--- src/abd_pkg.sv ---
// ----------------------------------------------------------------------------
// abd_pkg: shared types and constants for the adaptive beat detector
// Sequencer states, configuration register map, reset values and the fixed
// field widths that do not follow the peak width.
// ----------------------------------------------------------------------------
package abd_pkg;

  // fixed field widths
  localparam int CFG_W    = 16;  // configuration write data
  localparam int IDX_W    = 3;   // configuration register index
  localparam int FRAMES_W = 8;   // frames per averaging block
  localparam int TIME_W   = 32;  // millisecond timestamp
  localparam int HOLD_W   = 17;  // hold counter
  localparam int DECAY_W  = 16;  // decay factor, Q0.16

  // configuration register map
  localparam logic [IDX_W-1:0] REG_AVERAGE_FRAMES = 3'd0;
  localparam logic [IDX_W-1:0] REG_LOCKOUT_MS     = 3'd1;
  localparam logic [IDX_W-1:0] REG_HOLD_FRAMES    = 3'd2;
  localparam logic [IDX_W-1:0] REG_DECAY_FACTOR   = 3'd3;
  localparam logic [IDX_W-1:0] REG_BEAT_FLOOR     = 3'd4;

  // reset values of the configuration registers
  localparam logic [FRAMES_W-1:0] RST_AVERAGE_FRAMES = 8'd16;
  localparam logic [CFG_W-1:0]    RST_LOCKOUT_MS     = 16'd300;
  localparam logic [CFG_W-1:0]    RST_HOLD_FRAMES    = 16'd40;
  localparam logic [DECAY_W-1:0]  RST_DECAY_FACTOR   = 16'd63898;
  localparam logic [CFG_W-1:0]    RST_BEAT_FLOOR     = 16'd9830;

  // beat cutoff is peak * 11 / 10
  localparam int BEAT_MUL = 11;
  localparam logic [FRAMES_W-1:0] BEAT_DIV = 8'd10;

  typedef enum logic [2:0] {
    ST_IDLE,
    ST_DIV_AVG,
    ST_DECIDE,
    ST_DIV_CUT,
    ST_DECAY,
    ST_FINISH
  } abd_state_e;

endpackage

--- src/adaptive_beat_detector.sv ---
// ----------------------------------------------------------------------------
// adaptive_beat_detector: adaptive threshold beat detector
// Flags beats in a stream of frame peak levels against a decaying cutoff,
// a floor and a running block average, with a lockout after each beat.
// ----------------------------------------------------------------------------
// One word is taken at a time. A plain frame goes from the idle state through
// the decide and finish steps. When the word closes an averaging block, a
// divide step comes first, in which the stored block sum is divided
// bit-serially by the frame count. When it is a beat, the same divider forms
// peak*11/10; when the cutoff decays instead, a bit-serial multiply by the
// Q0.16 decay factor runs. Both sit between the decide and finish steps and
// use the shared restoring divider and the shift-add multiplier. The input is
// stalled while a word is being worked on; a finished result sits in an output
// register, so the next word is taken while the previous result still waits
// for the consumer. Configuration is written through a plain write port and
// must only be changed while the block is idle.
module adaptive_beat_detector
  import abd_pkg::*;
#(
  parameter int PEAK_BITS = 16
) (
  input  logic                 clk_i,
  input  logic                 rst_ni,
  // configuration write port
  input  logic                 cfg_we_i,
  input  logic [IDX_W-1:0]     cfg_idx_i,
  input  logic [CFG_W-1:0]     cfg_wdata_i,
  // input words
  input  logic                 in_valid_i,
  output logic                 in_stall_o,
  input  logic [PEAK_BITS-1:0] peak_level_i,
  input  logic [TIME_W-1:0]    now_ms_i,
  // result words
  output logic                 out_valid_o,
  input  logic                 out_stall_i,
  output logic                 beat_o,
  output logic [PEAK_BITS:0]   cutoff_level_o,
  output logic [PEAK_BITS-1:0] average_level_o
);

  localparam int SW    = PEAK_BITS + FRAMES_W;  // block sum and divider width
  localparam int CW    = PEAK_BITS + 1;         // cutoff width
  localparam int P11_W = PEAK_BITS + 4;         // peak * 11
  localparam int CNT_W = $clog2(SW);

  // configuration registers
  logic [FRAMES_W-1:0] avg_frames_q;
  logic [CFG_W-1:0]    lockout_q;
  logic [CFG_W-1:0]    hold_frames_q;
  logic [DECAY_W-1:0]  decay_q;
  logic [CFG_W-1:0]    floor_q;

  // detector state
  abd_state_e          state_q, state_d;
  logic [PEAK_BITS-1:0] average_peak_q, average_peak_d;
  logic [SW-1:0]        peak_sum_q, peak_sum_d;
  logic [FRAMES_W-1:0]  fib_q, fib_d;
  logic [CW-1:0]        cutoff_q, cutoff_d;
  logic [HOLD_W-1:0]    hold_cnt_q, hold_cnt_d;
  logic [TIME_W-1:0]    last_beat_q, last_beat_d;
  logic                 beat_q, beat_d;
  logic [CNT_W-1:0]     cnt_q, cnt_d;
  logic                 out_valid_q, out_valid_d;

  // working payload
  logic [PEAK_BITS-1:0] peak_q, peak_d;
  logic [TIME_W-1:0]    now_q, now_d;
  logic [SW-1:0]        sh_q, sh_d;      // dividend/quotient or multiplier bits
  logic [FRAMES_W-1:0]  rem_q, rem_d;    // partial remainder
  logic [FRAMES_W-1:0]  dvsr_q, dvsr_d;  // divisor
  logic [CW-1:0]        acc_q, acc_d;    // product high part

  // result register
  logic                 out_beat_q, out_beat_d;
  logic [CW-1:0]        out_cutoff_q, out_cutoff_d;
  logic [PEAK_BITS-1:0] out_avg_q, out_avg_d;

  // datapath
  logic [FRAMES_W-1:0]  frames;
  logic [PEAK_BITS-1:0] floor_v;
  logic [CW-1:0]        floor_cw;
  logic [FRAMES_W:0]    rem_sh, rem_sub;
  logic                 rem_ge;
  logic [FRAMES_W-1:0]  rem_next;
  logic [SW-1:0]        sh_next;
  logic [PEAK_BITS-1:0] quot_sat;
  logic [CW:0]          mul_sum;
  logic [CW-1:0]        decayed, decay_floored;
  logic [TIME_W-1:0]    elapsed;
  logic                 beat_hit;
  logic [P11_W-1:0]     peak11;
  logic                 last_step;

  // a block length of zero acts as one
  assign frames   = (avg_frames_q == '0) ? FRAMES_W'(1) : avg_frames_q;
  // the floor is taken at peak width
  assign floor_v  = PEAK_BITS'(floor_q);
  assign floor_cw = CW'(floor_v);

  // one restoring divide step: bring down the next dividend bit, subtract
  // the divisor where it fits and shift the quotient bit in at the bottom
  assign rem_sh   = {rem_q, sh_q[SW-1]};
  assign rem_ge   = rem_sh >= {1'b0, dvsr_q};
  assign rem_sub  = rem_sh - {1'b0, dvsr_q};
  assign rem_next = rem_ge ? rem_sub[FRAMES_W-1:0] : rem_sh[FRAMES_W-1:0];
  assign sh_next  = {sh_q[SW-2:0], rem_ge};

  // the quotient can exceed the peak range when the block length was lowered
  // mid-block: saturate
  assign quot_sat = (|sh_next[SW-1:PEAK_BITS]) ? '1 : sh_next[PEAK_BITS-1:0];

  // one shift-add multiply step, decay factor bits taken LSB first; the low
  // product bits drop off the bottom, leaving cutoff * decay >> 16
  assign mul_sum       = {1'b0, acc_q} + (sh_q[0] ? {1'b0, cutoff_q} : '0);
  assign decayed       = mul_sum[CW:1];
  assign decay_floored = (decayed < floor_cw) ? floor_cw : decayed;

  // beat test, timestamps differenced modulo 2^32
  assign elapsed  = now_q - last_beat_q;
  assign beat_hit = (elapsed > TIME_W'(lockout_q)) &&
                    ({1'b0, peak_q} > cutoff_q) &&
                    (peak_q > floor_v) &&
                    (peak_q > average_peak_q);

  assign peak11    = P11_W'(peak_q) * P11_W'(BEAT_MUL);
  assign last_step = (cnt_q == '0);

  // the sequencer takes a word only when idle
  assign in_stall_o      = (state_q != ST_IDLE);
  assign out_valid_o     = out_valid_q;
  assign beat_o          = out_beat_q;
  assign cutoff_level_o  = out_cutoff_q;
  assign average_level_o = out_avg_q;

  // configuration writes; unknown indexes are dropped
  always_ff @(posedge clk_i or negedge rst_ni) begin
    if (!rst_ni) begin
      avg_frames_q  <= RST_AVERAGE_FRAMES;
      lockout_q     <= RST_LOCKOUT_MS;
      hold_frames_q <= RST_HOLD_FRAMES;
      decay_q       <= RST_DECAY_FACTOR;
      floor_q       <= RST_BEAT_FLOOR;
    end else if (cfg_we_i) begin
      unique case (cfg_idx_i)
        REG_AVERAGE_FRAMES: avg_frames_q  <= cfg_wdata_i[FRAMES_W-1:0];
        REG_LOCKOUT_MS:     lockout_q     <= cfg_wdata_i;
        REG_HOLD_FRAMES:    hold_frames_q <= cfg_wdata_i;
        REG_DECAY_FACTOR:   decay_q       <= cfg_wdata_i[DECAY_W-1:0];
        REG_BEAT_FLOOR:     floor_q       <= cfg_wdata_i;
        default: ;
      endcase
    end
  end

  // sequencer state and detector state
  always_ff @(posedge clk_i or negedge rst_ni) begin
    if (!rst_ni) begin
      state_q        <= ST_IDLE;
      average_peak_q <= '0;
      peak_sum_q     <= '0;
      fib_q          <= '0;
      cutoff_q       <= '0;
      hold_cnt_q     <= '0;
      last_beat_q    <= '0;
      beat_q         <= 1'b0;
      cnt_q          <= '0;
      out_valid_q    <= 1'b0;
    end else begin
      state_q        <= state_d;
      average_peak_q <= average_peak_d;
      peak_sum_q     <= peak_sum_d;
      fib_q          <= fib_d;
      cutoff_q       <= cutoff_d;
      hold_cnt_q     <= hold_cnt_d;
      last_beat_q    <= last_beat_d;
      beat_q         <= beat_d;
      cnt_q          <= cnt_d;
      out_valid_q    <= out_valid_d;
    end
  end

  // payload registers
  always_ff @(posedge clk_i) begin
    peak_q       <= peak_d;
    now_q        <= now_d;
    sh_q         <= sh_d;
    rem_q        <= rem_d;
    dvsr_q       <= dvsr_d;
    acc_q        <= acc_d;
    out_beat_q   <= out_beat_d;
    out_cutoff_q <= out_cutoff_d;
    out_avg_q    <= out_avg_d;
  end

  // next state and datapath control
  always_comb begin
    state_d        = state_q;
    average_peak_d = average_peak_q;
    peak_sum_d     = peak_sum_q;
    fib_d          = fib_q;
    cutoff_d       = cutoff_q;
    hold_cnt_d     = hold_cnt_q;
    last_beat_d    = last_beat_q;
    beat_d         = beat_q;
    cnt_d          = cnt_q;
    peak_d         = peak_q;
    now_d          = now_q;
    sh_d           = sh_q;
    rem_d          = rem_q;
    dvsr_d         = dvsr_q;
    acc_d          = acc_q;
    out_beat_d     = out_beat_q;
    out_cutoff_d   = out_cutoff_q;
    out_avg_d      = out_avg_q;
    // drop the result once the consumer has taken it
    out_valid_d    = out_valid_q && out_stall_i;

    unique case (state_q)
      ST_IDLE: begin
        if (in_valid_i) begin
          peak_d = peak_level_i;
          now_d  = now_ms_i;
          beat_d = 1'b0;
          if (fib_q >= frames) begin
            // block full: divide the old sum, start a new block with this frame
            sh_d       = peak_sum_q;
            rem_d      = '0;
            dvsr_d     = frames;
            cnt_d      = CNT_W'(SW - 1);
            peak_sum_d = SW'(peak_level_i);
            fib_d      = FRAMES_W'(1);
            state_d    = ST_DIV_AVG;
          end else begin
            peak_sum_d = peak_sum_q + SW'(peak_level_i);
            fib_d      = fib_q + FRAMES_W'(1);
            state_d    = ST_DECIDE;
          end
        end
      end
      ST_DIV_AVG: begin
        sh_d  = sh_next;
        rem_d = rem_next;
        cnt_d = cnt_q - CNT_W'(1);
        if (last_step) begin
          average_peak_d = quot_sat;
          state_d        = ST_DECIDE;
        end
      end
      ST_DECIDE: begin
        if (beat_hit) begin
          beat_d      = 1'b1;
          last_beat_d = now_q;
          hold_cnt_d  = '0;
          sh_d        = SW'(peak11);
          rem_d       = '0;
          dvsr_d      = BEAT_DIV;
          cnt_d       = CNT_W'(SW - 1);
          state_d     = ST_DIV_CUT;
        end else if (hold_cnt_q <= HOLD_W'(hold_frames_q)) begin
          hold_cnt_d = hold_cnt_q + HOLD_W'(1);
          state_d    = ST_FINISH;
        end else begin
          acc_d   = '0;
          sh_d    = SW'(decay_q);
          cnt_d   = CNT_W'(DECAY_W - 1);
          state_d = ST_DECAY;
        end
      end
      ST_DIV_CUT: begin
        sh_d  = sh_next;
        rem_d = rem_next;
        cnt_d = cnt_q - CNT_W'(1);
        if (last_step) begin
          cutoff_d = sh_next[CW-1:0];
          state_d  = ST_FINISH;
        end
      end
      ST_DECAY: begin
        acc_d = decayed;
        sh_d  = sh_q >> 1;
        cnt_d = cnt_q - CNT_W'(1);
        if (last_step) begin
          cutoff_d = decay_floored;
          state_d  = ST_FINISH;
        end
      end
      ST_FINISH: begin
        // hold until the result register is free
        if (!out_valid_q || !out_stall_i) begin
          out_beat_d   = beat_q;
          out_cutoff_d = cutoff_q;
          out_avg_d    = average_peak_q;
          out_valid_d  = 1'b1;
          state_d      = ST_IDLE;
        end
      end
      default: state_d = ST_IDLE;
    endcase
  end

`ifndef SYNTH
  // the partial remainder stays below a non-zero divisor while dividing
  a_rem_below_dvsr: assert property (@(posedge clk_i) disable iff (!rst_ni)
    (state_q == ST_DIV_AVG || state_q == ST_DIV_CUT) |-> (rem_q < dvsr_q))
    else $error("divider remainder not below divisor");

  // an accepted word starts the sequencer
  a_accept_starts: assert property (@(posedge clk_i) disable iff (!rst_ni)
    (in_valid_i && !in_stall_o) |=> (state_q != ST_IDLE))
    else $error("accepted word did not start work");

  // a result only appears out of the finishing step
  a_result_from_finish: assert property (@(posedge clk_i) disable iff (!rst_ni)
    $rose(out_valid_q) |-> ($past(state_q) == ST_FINISH))
    else $error("result raised outside the finishing step");

  // a beat cutoff is at least the peak, which beat the average
  a_beat_cutoff_above_avg: assert property (@(posedge clk_i) disable iff (!rst_ni)
    (out_valid_q && out_beat_q) |-> (out_cutoff_q > {1'b0, out_avg_q}))
    else $error("beat reported with cutoff not above the average");
`endif

endmodule

--- config.mk ---
export PLATFORM = sky130hd
export DESIGN_NAME = adaptive_beat_detector
export DESIGN_NICKNAME = d
export VERILOG_FILES = /design/src/abd_pkg.sv /design/src/adaptive_beat_detector.sv
export SDC_FILE = /design/constraint.sdc
export NUM_CORES = 1
export LEC_CHECK = 0
export BUFFER_PORTS_ARGS = -buffer_cell sky130_fd_sc_hd__clkbuf_2
export CORE_ASPECT_RATIO = 1.1
export CORE_MARGIN = 2
export CORE_UTILIZATION = 32
export DETAILED_ROUTE_END_ITERATION = 8
export SETUP_SLACK_MARGIN = 0.1
export SLEW_MARGIN = 15
export SYNTH_ARGS = -nofsm -noshare
export SYNTH_HDL_FRONTEND = slang
export SYNTH_SLANG_ARGS = --single-unit
--- constraint.sdc ---
create_clock -name clk_i -period 13.9 [get_ports clk_i]
set_input_delay 0.695 -clock clk_i [delete_from_list [all_inputs] [get_ports clk_i]]
set_output_delay 0.695 -clock clk_i [all_outputs]
set_load 0.05 [all_outputs]
* Yosys cells after proc, flatten, opt, wreduce, memory -nomap -nowiden *
Index checks and enable logic that the tools add are counted.

storage, ports and cells
  bits in registers = 335
  latch bits = 0
  memory bits (writable) = 0
  memory bits (read-only) = 0
  bits of input ports = 72
  output and inout port bits = 36
  logic and storage cells = 147
  memories kept = 0

cells by class
  add/subtract/negate cells = 7
  $mul = 1
  divide/modulo/power cells = 0
  magnitude comparators = 8
  eq/ne operators = 20
  shifts and indexed selects = 0
  mux-type cells = 46
  bitwise gates (word level) = 0
  reduce and logical (&&, ||, !) cells = 41

operator list
  cell                     number
  $mux W17                 8
  $mux W24                 5
  $pmux W24 S4             1
  $mux W8                  9
  $pmux W17 S2             2
  $gt A16 B16 Y1           2
  $gt A32 B16 Y1           1
  $sub A32 B32 Y32         1
  $add A24 B16 Y24         1
  $pmux W8 S3              1
  $mul A16 B4 Y20 const B  1
  $mux W5                  4
  $reduce_and A2 Y1        10
  $reduce_and A4 Y1        5
  $add A17 B17 Y18         1
  $ne A2 B2 Y1 const B     9
  $add A17 B1 Y17 const B  1
  $gt A16 B17 Y1           1
  $le A17 B16 Y1           1
  $lt A17 B16 Y1           1
  $mux W16                 1
  $pmux W8 S2              1
  $mux W3                  5
  $pmux W3 S5              1
  27 further kinds         50

* Logic depth before layout (Yosys ltp) *
Gate-level depths: netlist of run 1.

  depth in word-level cells = 7
  depth in mapped cells = 24
  mapped depth without buffers = 23

* Least setup slack after synthesis of run 1 *
OpenSTA, ideal clock, no wires.

  path type = register to register
  from = reg last_beat_q[0]
  to = reg acc_q[0] (enable)
  library setup time = 418 ps
  arrival = 5871 ps
  required time = 13482 ps
  path slack = 7611 ps
  stages on the path, launching flop included = 22
  buffers on the path = 1
  period minus slack after synthesis = 6289 ps
  cells stage by stage = dfrtp_1 -> ha_1 -> fa_1 -> nand2b_1 -> a21oi_1 -> o2111a_1 -> nor2_1 -> nor2b_1 -> nor2_1 -> xnor2_1 -> ha_1 -> and4_1 -> nand3_1 -> a21oi_1 -> a211o_1 -> a2111oi_2 -> o2111ai_1 -> or4_4 -> nor4_4 -> a211oi_1 -> clkbuf_1 -> a211oi_1

between the ends
  word-level cells in the longest chain between the ends = 7

ends and longest elaborated chain
  what                         line                           RTL
  start: declaration           adaptive_beat_detector.sv:60   logic [TIME_W-1:0] last_beat_q, last_beat_d;
  start signal: assignment     adaptive_beat_detector.sv:175  last_beat_q <= last_beat_d;
  $sub A32 B32 Y32             adaptive_beat_detector.sv:119  assign elapsed = now_q - last_beat_q;
  $gt A32 B16 Y1               adaptive_beat_detector.sv:120  assign beat_hit = (elapsed > TIME_W'(lockout_q)) &&
  $logic_and A1 B1 Y1          adaptive_beat_detector.sv:120
  $logic_and A1 B1 Y1          adaptive_beat_detector.sv:121  ({1'b0, peak_q} > cutoff_q) &&
  $logic_and A1 B1 Y1          adaptive_beat_detector.sv:122  (peak_q > floor_v) &&
  $ne A2 B2 Y1 (no line)       n/a
  $reduce_and A3 Y1 (no line)  n/a
  end signal: assignment       adaptive_beat_detector.sv:189  acc_q <= acc_d;
  end: declaration             adaptive_beat_detector.sv:71   logic [CW-1:0] acc_q, acc_d;

Every way passes these cells.
A chain may end at the register's enable or synchronous reset.

* Worst setup path after layout of run 1 *
  from = reg last_beat_q[0]
  to = reg cnt_q[4]

between the ends
  word-level cells in the longest chain between the ends = 7
  elaborated cells on any way between the ends = 9
  classes of those cells = add/sub: 1; order compare: 1; eq/ne: 1; mux: 2; reduce/logical: 4

ends and longest elaborated chain
  what                                                               line                           RTL
  $sub A32 B32 Y32 *                                                 adaptive_beat_detector.sv:119
  $gt A32 B16 Y1 *                                                   adaptive_beat_detector.sv:120
  $logic_and A1 B1 Y1 *                                              adaptive_beat_detector.sv:120
  $logic_and A1 B1 Y1 *                                              adaptive_beat_detector.sv:121
  $logic_and A1 B1 Y1 *                                              adaptive_beat_detector.sv:122
  $ne A3 B3 Y1 (no line) / $mux W5 (equally long branches)           n/a
  $reduce_and A4 Y1 (no line) / $pmux W5 S3 (equally long branches)  n/a
  end signal: assignment                                             adaptive_beat_detector.sv:177  cnt_q <= cnt_d;
  end: declaration                                                   adaptive_beat_detector.sv:62   logic [CNT_W-1:0] cnt_q, cnt_d;

Every way passes the cells marked *; elsewhere a longest branch is shown, timed or not.

==> metrics.md, run 1 <==
| Metric | Value |
|---|---|
| Minimum clock period | `6.31 ns` |
| Setup crit end kind | `register` |
| Nets | `2640` |
| # setup viols final | `0` |
| Slew HR | `26.6%` |
| Ratio of cells with drive above 1 in the final layout | `11.1%` |
| Dpl ws | `7.63 ns` |
| Arr. time, crit path | `6.78 ns` |
| Global-route wire length before repair | `95300 µm` |
| Clk slew on worst S/H paths | `0.06 ns` |
| Number of DRC markers in iteration 0 | `1351` |
| Clock Sinks | `335` |
| Max-slew violations | `0` |
| Cts repair resizes | `0` |
| Hold_buf cts | `0` |
| Die area | `68300 µm²` |
| CP Launch Type | `register` |
| Routed Antenna Nets | `0` |
| Placed cell areas | `22700 µm²` |
| Vias in the first global route | `16.9k` |
| Pin count of the biggest net entering global routing | `86` |
| Crit Path Max Fanout | `25` |
| Distinct cells, synth | `79` |
| RSZ-0062 raised after global routing | `false` |
| Worst endpoint required time | `14.37 ns` |
| Top cells by area, synth | `dfrtp_1 (20%), edfxtp_1 (20%), ha_1 (13%)` |
| Power, Total | `5.68 mW` |
| Ys async rst share | `58.5%` |
| Die width | `249 µm` |
| Area of the mapped netlist | `21200 µm²` |
| Final core utilization | `36.8%` |
| Initial antenna violation count | `4` |
| Multi-input gate area | `10900 µm²` |
| #FFs+latches synth | `335` |
| Num CTS Buffers | `41` |
| Worst slew pin tran | `1.10 ns` |
| Routability cong. | `0.917` |
| Total track usage | `17.6%` |
| IO buf count | `107` |
| Post-synthesis cell count | `2244` |
| Non-Filler Instances | `3221` |
| Peak VDD IR | `0.124 mV` |
| Setup CP Type | `reg2reg` |
| Final wirelength | `60700 µm` |
| HP Class | `in2async` |
| DR vias | `17.1k` |
| Drt drc | `0` |
| Post-CTS setup buffer count | `0` |
| LEAKAGE | `10.6 nW` |
| Post-synthesis sequential area ratio | `43.0%` |
| Final instance area | `24000 µm²` |
| Synth warn | `0` |
| Height of the die | `274 µm` |
| Min Hold Slack | `0.203 ns` |
| Final setup margin | `7.59 ns` |
| Setup Total Neg Slack | `0 ns` |
| Hpwl dp | `45100 µm` |
| Starting density of the core | `32.5%` |
| Pwr dens | `237 nW/µm²` |
| Worst Clk Skew | `0.0372 ns` |
| Core Box Area | `65200 µm²` |
| CTS max path bufs | `3` |
| Status | `finished clean` |
| Layout filler cell count | `6572` |
| Clk Tree Root Cell | `clkbuf_16` |
| Via density | `5.32` |
| Period utilization | `45.4%` |
| Post-synth EDFFs | `139` |
| Placed insts | `3143` |
| Clk Latency, worst-skew pair | `0.59 ns` |
| IO Pins | `108` |
| Post-synth top area share | `20.3%` |
| Cell Rows | `98` |
| Per-cell routed wire length | `18.9 µm` |
| Storage element area | `9110 µm²` |
| Ys flop type | `dfrtp_1` |
| Synth Area per Inst | `9.45 µm²` |
| CTS tree | `done` |
| Highest clock rate | `159 MHz` |
| Pre-antenna DRT Iters | `7` |
| Maxcap violations | `0` |
| CTS H-tree depth | `2` |
| Final Hold Violating Endpoints | `0` |
| Cell accounting for the most synthesized area | `dfrtp_1` |
| Syn nets | `2547` |
| Area grow syn2layout | `13.2%` |
| GRT overflow | `0` |
-- critical path: stages, from the launching register on --
cell       delay (ns)
dfrtp_1          0.37
ha_1             0.23
fa_1             0.40
nand2b_1         0.17
a21oi_1          0.28
o2111a_1         0.29
nor2_1           0.08
nor2b_1          0.13
nor2_1           0.06
xnor2_1          0.14
ha_1             0.31
and4_1           0.22
nand3_1          0.07
a21oi_1          0.04
a211o_1          0.31
a2111oi_2        0.36
o2111ai_1        0.17
or4_4            0.55
nor4_4           0.49
a21o_2           0.43
a21o_1           0.25
inv_1            0.47
a22o_1           0.38
-- registers in the layout (all words and copies together), names as in the netlist, 16 cells and up --
signal           flops
last_beat_q         32
now_q               32
peak_sum_q          24
sh_q                24
acc_q               17
cutoff_level_o      17
cutoff_q            17
hold_cnt_q          17
average_level_o     16
average_peak_q      16
decay_q             16
floor_q             16
hold_frames_q       16
lockout_q           16
peak_q              16
-- cell type report --
class | instances | share of cell area, %
clock inverters | 21 | 0.605
flip-flops and latches | 335 | 37.9
clock buffers | 55 | 4.66
diodes | 1 | 0.0104
well taps | 850 | 4.43
multi-input cells | 1585 | 45.5
repair buffers | 126 | 2.94
inverters | 248 | 3.88
-- power breakdown --
group	switching, mW	internal [mW]	leakage [nW]
Clock	0.449	0.573	0.629
Sequential	0.266	1.44	3.75
Combinational	1.83	1.12	6.23
-- synthesized netlist by cell type (all sizes together), types with 12 or more instances --
cell type and n:
a211oi 31, a21o 43, a21oi 133, a221oi 13
a31oi 26, and2 32, and3 23, buf 16
clkbuf 60, dfrtp 172, dfstp 24, edfxtp 139
fa 17, ha 214, inv 247, mux2 24
mux2i 16, nand2 224, nand2b 20, nand3 45
nand4 21, nor2 180, nor2b 26, nor3 32
o21ai 176, o22ai 32, or3 12, xnor2 42
xor2 41
-- worst paths after layout --
path                                     start                 end  slack (ns)  depth (start not counted)
worst max-delay path            last_beat_q[0]            cnt_q[4]        7.59                         22
max in group asynchronous               rst_ni            fib_q[7]       12.34                          2
worst max register to register  last_beat_q[0]            cnt_q[4]        7.59                         22
worst min-delay path                    rst_ni     last_beat_q[23]        0.20                          1
worst min register to register    cutoff_q[15]  cutoff_level_o[15]        0.46                          0
min in group clk_i                now_ms_i[17]           now_q[17]        0.31                          1
-- cells in the final DEF (no fill, tap or decap), types with 28 or more instances in the layout --
| cell | count |
|---|---|
| o22ai_1 | 32 |
| o21ai_0 | 139 |
| inv_1 | 246 |
| a21oi_1 | 132 |
| dfrtp_1 | 172 |
| edfxtp_1 | 139 |
| ha_1 | 214 |
| xnor2_1 | 42 |
| nor2_1 | 178 |
| a21o_1 | 42 |
| xor2_1 | 41 |
| a211oi_1 | 28 |
| clkbuf_2 | 106 |
| o21ai_1 | 37 |
| nand2_1 | 224 |
| nor3_1 | 30 |
| and2_1 | 31 |
| clkbuf_16 | 41 |
| nand3_1 | 45 |
-- per-layer routing --
layer | routed length, µm | GRT usage, %
met3 | 3180 | 2.43
met1 | 25300 | 21.8
met4 | 2860 | 8.10
met2 | 29400 | 30.5
met5 | 0 | 0
-- cells by family after synthesis --
logic type	synth area share [%]
buffers and inverters	5.79
AOI/OAI and AO/OA	17.0
adders and majority gates	14.2
muxes	2.03
DFF	43.0
xor gates and xnor gates	3.43
and+or+nand+nor	14.6
(Power assumes the default switching activity.)
==> inputs of run 2 (changes only) <==
--- a/config.mk
+++ b/config.mk
@@ -5,6 +5,7 @@
 export SDC_FILE = /design/constraint.sdc
 export NUM_CORES = 1
 export LEC_CHECK = 0
+export ABC_AREA = 1
 export BUFFER_PORTS_ARGS = -buffer_cell sky130_fd_sc_hd__clkbuf_2
 export CORE_ASPECT_RATIO = 1.1
 export CORE_MARGIN = 2
==> constraint.sdc (replaced) <==
create_clock -name clk_i -period 6.5 [get_ports clk_i]
set_input_delay 0.325 -clock clk_i [delete_from_list [all_inputs] [get_ports clk_i]]
set_output_delay 0.325 -clock clk_i [all_outputs]
set_load 0.05 [all_outputs]
==> metrics.md, run 2 <==
| Metric | Value |
|---|---|
| Clock share of power | `18.1% (was 18.0%)` |
| Commonest cells after routing, fill and taps aside | `nand2_1 (722), inv_1 (495), ha_1 (214), a21oi_1 (185), dfrtp_1 (172) (was inv_1 (246), nand2_1 (224), ha_1 (214), nor2_1 (178), dfrtp_1 (172))` |
| Initial antenna violation count | `5 (was 4)` |
| Arr. time, crit path | `5.46 ns (was 6.78 ns)` |
| Clk slew on worst S/H paths | `0.06 ns (about the same)` |
| Power Internal | `6.55 mW (was 3.14 mW)` |
| Die width | `255 µm (was 249 µm)` |
| Via density | `4.76 (was 5.32)` |
| Synth warn | `0 (unchanged)` |
| Final wirelength | `61800 µm (was 60700 µm)` |
| Setup crit end kind | `register (unchanged)` |
| Cell Rows | `101 (was 98)` |
| Peak VDD IR | `0.257 mV (was 0.124 mV)` |
| Per-cell routed wire length | `15.8 µm (was 18.9 µm)` |
| Starting density of the core | `32.2% (was 32.5%)` |
| Highest clock rate | `200 MHz (was 159 MHz)` |
| CP max stage delay | `0.70 ns (was 0.55 ns)` |
| Crit-path most repeated cell | `nand2_1` |
| Buf+Inv Stages, Crit Path | `2 (was 1)` |
| CTS H-tree depth | `2 (unchanged)` |
| Top-count cell post-synth | `nand2_1 (was inv_1)` |
| Post-synthesis cell count | `2799 (was 2244)` |
| Setup CP Type | `reg2reg (unchanged)` |
| Final Hold Violating Endpoints | `0 (unchanged)` |
| DR vias | `18.6k (was 17.1k)` |
| Cell accounting for the most synthesized area | `dfrtp_1 (unchanged)` |
| Reg power frac | `29.2% (was 30.0%)` |
| Num CTS Buffers | `40 (was 41)` |
| Drt drc | `0 (unchanged)` |
| GRT overflow | `0 (unchanged)` |
| Worst slew pin tran | `1.14 ns (was 1.10 ns)` |
| Routability cong. | `0.896 (was 0.917)` |
| RSZ-0062 raised after global routing | `false (unchanged)` |
| Ratio of cells with drive above 1 in the final layout | `8.28% (was 11.1%)` |
| Non-Filler Instances | `3911 (was 3221)` |
| Pre-antenna DRT Iters | `5 (was 7)` |
| Ant. Diodes | `0 (was 1)` |
| Distinct cells, synth | `54 (was 79)` |
| Routed Antenna Nets | `0 (unchanged)` |
| Period utilization | `76.9% (was 45.4%)` |
| Clock Sinks | `335 (unchanged)` |
| Synth top cells by count | `nand2_1 (722), inv_1 (495), ha_1 (214), a21oi_1 (186), dfrtp_1 (172) (was inv_1 (247), nand2_1 (224), ha_1 (214), nor2_1 (180), dfrtp_1 (172))` |
| Area of the mapped netlist | `22200 µm² (was 21200 µm²)` |
| HP Class | `in2reg (was in2async)` |
| Nets | `3255 (was 2640)` |
| Clk Latency, worst-skew pair | `0.58 ns (was 0.59 ns)` |
| Post-synthesis sequential area ratio | `41.0% (was 43.0%)` |
| P_sw | `5.66 mW (was 2.54 mW)` |
| Worst Clk Skew | `0.0269 ns (was 0.0372 ns)` |
| CP Launch Type | `register (unchanged)` |
| Post-synth EDFFs | `139 (unchanged)` |
| Post-synth top area share | `19.4% (was 20.3%)` |
| LEAKAGE | `12.7 nW (was 10.6 nW)` |
| Die area | `71500 µm² (was 68300 µm²)` |
| Setup Total Neg Slack | `0 ns (unchanged)` |
| Max-slew violations | `0 (unchanged)` |
| CP max stage cell | `nand3_1 (was or4_4)` |
| Post-CTS setup buffer count | `0 (unchanged)` |
| Most common cell after layout, fill and taps aside | `nand2_1 (was inv_1)` |
| Crit Path Max Fanout | `22 (was 25)` |
| Placed insts | `3788 (was 3143)` |
| Minimum clock period | `5.00 ns (was 6.31 ns)` |
| Core Box Area | `68900 µm² (was 65200 µm²)` |
| Min Hold Slack | `0.0305 ns (was 0.203 ns)` |
| Status | `finished clean (unchanged)` |
| CTS max path bufs | `3 (unchanged)` |
| Area grow syn2layout | `15.2% (was 13.2%)` |
| Synth Area per Inst | `7.93 µm² (was 9.45 µm²)` |
| Ys flop type | `dfrtp_1 (unchanged)` |
| CP Cell Sequence | `nand3_1, fa_1, o21ai_0, a21oi_1, o21ai_0, a21boi_0, o21ai_0, xor2_1, inv_1, ha_1, inv_1, nor3_1, a211oi_1, nand2_1, nand2_1, nand2_1, nand2_1, nand3_1, nand2_1, nand2_1, o21ai_0, nand2_1 (was ha_1, fa_1, nand2b_1, a21oi_1, o2111a_1, nor2_1, nor2b_1, nor2_1, xnor2_1, ha_1, and4_1, nand3_1, a21oi_1, a211o_1, a2111oi_2, o2111ai_1, or4_4, nor4_4, a21o_2, a21o_1, inv_1, a22o_1)` |
| Pwr dens | `478 nW/µm² (was 237 nW/µm²)` |
| Sw Share | `46.4% (was 44.8%)` |
| Syn nets | `3102 (was 2547)` |
| Ys async rst share | `58.5% (unchanged)` |
| Total track usage | `17.5% (was 17.6%)` |
| Layout filler cell count | `7149 (was 6572)` |
| Height of the die | `280 µm (was 274 µm)` |
| Maxcap violations | `0 (unchanged)` |
| IO Pins | `108 (unchanged)` |
| Top cells by area, synth | `dfrtp_1 (19%), edfxtp_1 (19%), nand2_1 (12%) (was dfrtp_1 (20%), edfxtp_1 (20%), ha_1 (13%))` |
| Biggest regs | `last_beat_q: 32 flops, now_q: 32 flops (unchanged)` |
| Worst endpoint required time | `6.96 ns (was 14.37 ns)` |
| Hpwl dp | `46800 µm (was 45100 µm)` |
| Slew HR | `23.8% (was 26.6%)` |
| Vias in the first global route | `17.6k (was 16.9k)` |
| Number of DRC markers in iteration 0 | `1270 (was 1351)` |
| Pin count of the biggest net entering global routing | `148 (was 86)` |
| Comb power frac | `52.7% (was 52.0%)` |
| Global-route wire length before repair | `97600 µm (was 95300 µm)` |
| CTS tree | `done (unchanged)` |
| IO buf count | `107 (unchanged)` |
| Clk Tree Root Cell | `clkbuf_16 (unchanged)` |
| #FFs+latches synth | `335 (unchanged)` |
| Delay-heaviest family, CP | `simple AND/OR/NAND/NOR gates (was compound AO/OA/AOI/OAI gates)` |
| # setup viols final | `0 (unchanged)` |
## run 2: cell types whose count changed in the layout (fill, tap and decap cells not counted), moves of 25 or more
| cell | before | now |
|---|---|---|
| o22ai_1 | 32 | 1 |
| inv_1 | 246 | 495 |
| nand3_1 | 45 | 125 |
| dlygate4sd3_1 | 0 | 47 |
| nor2b_1 | 25 | 0 |
| a31oi_1 | 26 | 1 |
| and2_1 | 31 | 6 |
| a21o_1 | 42 | 9 |
| a21oi_1 | 132 | 185 |
| nand2_1 | 224 | 722 |
## run 2: per-layer routing
layer  vias to the layer above  GRT usage, %  share of wire (%)
li1                       9404             -                  -
met1                      8604          23.4                 45
met2                       459          28.7                 46
met3                       121          2.62                5.3
met4                        10          6.03                3.3
met5                         -             0               0.10
## run 2: stage by stage
step	utilization (%)	power, mW	setup WS, ns	cell area, µm²
3_3_place_gp	34.5	9.91	1.66	23800
2_1_floorplan	-	8.22	2.51	22200
5_1_grt	37.1	13.4	0.891	25600
6_report	37.1	12.2	1.50	25600
3_5_place_dp	34.5	9.98	1.58	23800
4_1_cts	37.1	12.3	1.55	25500
## run 2: power groups by stage
| stage | Combinational (mW) | Clock, mW | Sequential, mW |
|---|---|---|---|
| finish | 6.43 | 2.22 | 3.56 |
| global route | 7.37 | 2.36 | 3.64 |
| CTS | 6.44 | 2.27 | 3.57 |
| detailed placement | 6.38 | 0 | 3.60 |
| global placement | 6.33 | 0 | 3.59 |
| floorplan | 4.77 | 0 | 3.45 |
## run 2: what timing repair did
item | 4_1_cts | 5_1_grt
setup endpoints to repair | 0 | 0
hold endpoints to repair | 88 | 0
resized for setup | 0 | 0
hold buffers | 47 | 0
## run 2: cell type report
type | count | area (µm²) | area share, %
timing repair buffer | 170 | 1170 | 4.58
multi-input combinational | 1901 | 11000 | 42.8
clock inverter | 20 | 164 | 0.641
tap | 927 | 1160 | 4.54
inverter | 504 | 1890 | 7.40
clock buffer | 54 | 1110 | 4.36
sequential | 335 | 9110 | 35.6
## run 2: kinds of logic (layout without fill, tap and decap cells)
| kind of cell | count (synthesis) | after routing | synth area share [%] |
|---|---|---|---|
| AOI/OAI and AO/OA | 461 | 461 | 11.5 |
| xor gates and xnor gates | 71 | 71 | 2.80 |
| adders and majority gates | 231 | 231 | 13.6 |
| buffers and inverters | 563 | 748 | 9.74 |
| DFF | 335 | 335 | 41.0 |
| and+or+nand+nor | 1138 | 1138 | 21.4 |
## run 2: worst reg2reg max path: cells and delay by family, from the launching register on
| kind | cells | cell delay [ns] |
|---|---|---|
| AOI/OAI and AO/OA | 7 | 1.53 |
| and+or+nand+nor | 10 | 1.71 |
| adders and majority gates | 2 | 0.71 |
| xor gates and xnor gates | 1 | 0.25 |
| buffers and inverters | 2 | 0.14 |
| DFF | 1 | 0.55 |
## run 2: worst paths after layout
kind	start	to	depth (start not counted)	slack, ns
max	sh_q[0]	cutoff_q[4]	22	1.50
min	out_stall_i	out_valid_o	3	0.03
max reg2reg	sh_q[0]	cutoff_q[4]	22	1.50
min reg2reg	average_peak_q[10]	average_level_o[10]	0	0.44
max in group asynchronous	rst_ni	average_peak_q[13]	3	5.04
min in group asynchronous	rst_ni	last_beat_q[20]	2	0.27
==> inputs of run 3 (changes only) <==
==> constraint.sdc (replaced) <==
create_clock -name clk_i -period 5.2 [get_ports clk_i]
set_input_delay 0.26 -clock clk_i [delete_from_list [all_inputs] [get_ports clk_i]]
set_output_delay 0.26 -clock clk_i [all_outputs]
set_load 0.05 [all_outputs]
==> metrics.md, run 3 (synthesis results as in run 2) <==
| Metric | Value |
|---|---|
| Status | `finished clean (unchanged)` |
| DR vias | `18.6k (about the same)` |
| Worst endpoint required time | `5.66 ns (was 6.96 ns)` |
| Crit-path most repeated cell | `nand2_1 (unchanged)` |
| CP Launch Type | `register (unchanged)` |
| CP max stage delay | `0.44 ns (was 0.70 ns)` |
| Buf+Inv Stages, Crit Path | `3 (was 2)` |
| Die area | `71500 µm² (unchanged)` |
| Max-slew violations | `0 (unchanged)` |
| Die width | `255 µm (unchanged)` |
| Crit Path Max Fanout | `12 (was 22)` |
| Peak VDD IR | `0.324 mV (was 0.257 mV)` |
| Cell Rows | `101 (unchanged)` |
| Ant. Diodes | `0 (unchanged)` |
| IO buf count | `107 (unchanged)` |
| Pre-antenna DRT Iters | `5 (unchanged)` |
| Commonest cells after routing, fill and taps aside | `nand2_1 (722), inv_1 (495), ha_1 (214), a21oi_1 (185), dfrtp_1 (172) (unchanged)` |
| Drt drc | `0 (unchanged)` |
| Num CTS Buffers | `40 (unchanged)` |
| Core Box Area | `68900 µm² (unchanged)` |
| Starting density of the core | `32.2% (unchanged)` |
| Area grow syn2layout | `16.0% (was 15.2%)` |
| Final instance area | `25700 µm² (was 25600 µm²)` |
| IO Pins | `108 (unchanged)` |
| Arr. time, crit path | `4.88 ns (was 5.46 ns)` |
| Clk Latency, worst-skew pair | `0.58 ns (about the same)` |
| Biggest regs | `last_beat_q: 32 flops, now_q: 32 flops (unchanged)` |
| Final Hold Violating Endpoints | `0 (unchanged)` |
| Global-route wire length before repair | `98900 µm (was 97600 µm)` |
| Highest clock rate | `226 MHz (was 200 MHz)` |
| Setup crit end kind | `register (unchanged)` |
| CTS H-tree depth | `2 (unchanged)` |
| HP Class | `in2reg (unchanged)` |
| Delay-heaviest family, CP | `compound AO/OA/AOI/OAI gates (was simple AND/OR/NAND/NOR gates)` |
| Number of DRC markers in iteration 0 | `1214 (was 1270)` |
| Setup Total Neg Slack | `0 ns (unchanged)` |
| Minimum clock period | `4.42 ns (was 5.00 ns)` |
| Period utilization | `85.1% (was 76.9%)` |
| Power, Total | `15.5 mW (was 12.2 mW)` |
| Setup CP Type | `reg2reg (unchanged)` |
| Ratio of cells with drive above 1 in the final layout | `8.59% (was 8.28%)` |
| Height of the die | `280 µm (unchanged)` |
| Cts repair resizes | `0 (unchanged)` |
| Hpwl dp | `47400 µm (was 46800 µm)` |
| CTS tree | `done (unchanged)` |
| Total track usage | `17.6% (was 17.5%)` |
| # setup viols final | `0 (unchanged)` |
| Maxcap violations | `0 (unchanged)` |
| CP Cell Sequence | `nand3_1, fa_1, o21ai_0, a21oi_1, o21ai_0, a21boi_0, o21ai_0, xor2_1, inv_1, ha_1, inv_1, nor3_1, a211oi_1, nand2_1, nand2_1, nand2_1, nand2_1, nand3_1, buf_4, nand2_1, nand2_1, o21ai_0, nand2_1 (was nand3_1, fa_1, o21ai_0, a21oi_1, o21ai_0, a21boi_0, o21ai_0, xor2_1, inv_1, ha_1, inv_1, nor3_1, a211oi_1, nand2_1, nand2_1, nand2_1, nand2_1, nand3_1, nand2_1, nand2_1, o21ai_0, nand2_1)` |
| Worst Clk Skew | `0.0330 ns (was 0.0269 ns)` |
| GRT overflow | `0 (unchanged)` |
| Slew HR | `21.9% (was 23.8%)` |
| Per-cell routed wire length | `15.9 µm (was 15.8 µm)` |
| Clk slew on worst S/H paths | `0.06 ns (about the same)` |
| LEAKAGE | `12.8 nW (was 12.7 nW)` |
| Nets | `3262 (was 3255)` |
| Clk Tree Root Cell | `clkbuf_16 (unchanged)` |
| Routability cong. | `0.899 (was 0.896)` |
| Initial antenna violation count | `3 (was 5)` |
| Non-Filler Instances | `3918 (was 3911)` |
| Pwr dens | `602 nW/µm² (was 478 nW/µm²)` |
| Routed Antenna Nets | `0 (unchanged)` |
| CTS max path bufs | `3 (unchanged)` |
| RSZ-0062 raised after global routing | `false (unchanged)` |
| CP max stage cell | `edfxtp_1 (was nand3_1)` |
| Final wirelength | `62300 µm (was 61800 µm)` |
| Via density | `4.74 (was 4.76)` |
| Placed insts | `3792 (was 3788)` |
| Placed cell areas | `23800 µm² (about the same)` |
| Clock Sinks | `335 (unchanged)` |
| Most common cell after layout, fill and taps aside | `nand2_1 (unchanged)` |
| Pin count of the biggest net entering global routing | `114 (was 148)` |
| Vias in the first global route | `17.9k (was 17.6k)` |
| Worst slew pin tran | `1.17 ns (was 1.14 ns)` |
[run 3: cell count changes in the layout (fill, tap and decap cells not counted), moves of 2 or more]
cell,delta
clkinv_2,-4
clkbuf_1,-2
dlygate4sd3_1,+3
clkbuf_8,+4
buf_4,+3
clkbuf_16,+3
clkinvlp_4,+2
clkinv_1,-3
[run 3: where the power goes]
| part | total (mW) | switching, mW | internal [mW] |
|---|---|---|---|
| registers | 4.46 | 0.660 | 3.80 |
| logic | 8.08 | 5.28 | 2.80 |
| clock network | 2.96 | 1.20 | 1.76 |
[run 3: tightest hold or removal path: stages]
cell and delay, ns:
clkbuf_2 0.07, inv_1 0.15, o21ai_0 0.19
[run 3: layout make-up]
type / count / area, µm²
Fill cell: 7087 / 43100
Multi-Input combinational cell: 1901 / 11000
Sequential cell: 335 / 9110
Inverter: 504 / 1890
Timing Repair Buffer: 177 / 1240
Clock buffer: 59 / 1240
Tap cell: 927 / 1160
Clock inverter: 15 / 145
[run 3: final timing paths]
check | endpoint | startpoint | depth (start not counted) | slack [ns]
max in group asynchronous | hold_cnt_q[14] | rst_ni | 3 | 3.83
worst max register to register | cutoff_q[2] | sh_q[0] | 23 | 0.78
worst max-delay path | cutoff_q[2] | sh_q[0] | 23 | 0.78
worst min register to register | average_level_o[7] | average_peak_q[7] | 0 | 0.44
min in group asynchronous | last_beat_q[20] | rst_ni | 2 | 0.27
worst min-delay path | floor_q[8] | cfg_wdata_i[8] | 3 | 0.15
[run 3: timing repair]
action	in CTS	in global routing
endpoints found under the hold margin	131	0
hold buffers	50	0
setup buffers	0	0
[run 3: per-stage QoR]
step / worst slack (ns) / hold slack [ns] / utilization, %
3_3_place_gp: 0.870 / 0.358 / 34.6
4_1_cts: 0.786 / 0.134 / 37.3
5_1_grt: 0.233 / 0.162 / 37.4
2_1_floorplan: 1.21 / -0.0356 / -
3_5_place_dp: 0.787 / 0.356 / 34.6
6_report: 0.777 / 0.146 / 37.4
[run 3: layer usage]
layer / part of all wire, % / vias to the layer above / wire length (µm) / GRT usage (%)
li1: - / 9429 / - / -
met1: 46 / 8614 / 28700 / 23.5
met2: 47 / 438 / 29100 / 29.7
met3: 4.4 / 102 / 2770 / 2.33
met4: 2.7 / 6 / 1700 / 5.26
met5: 0.042 / - / 26 / 0
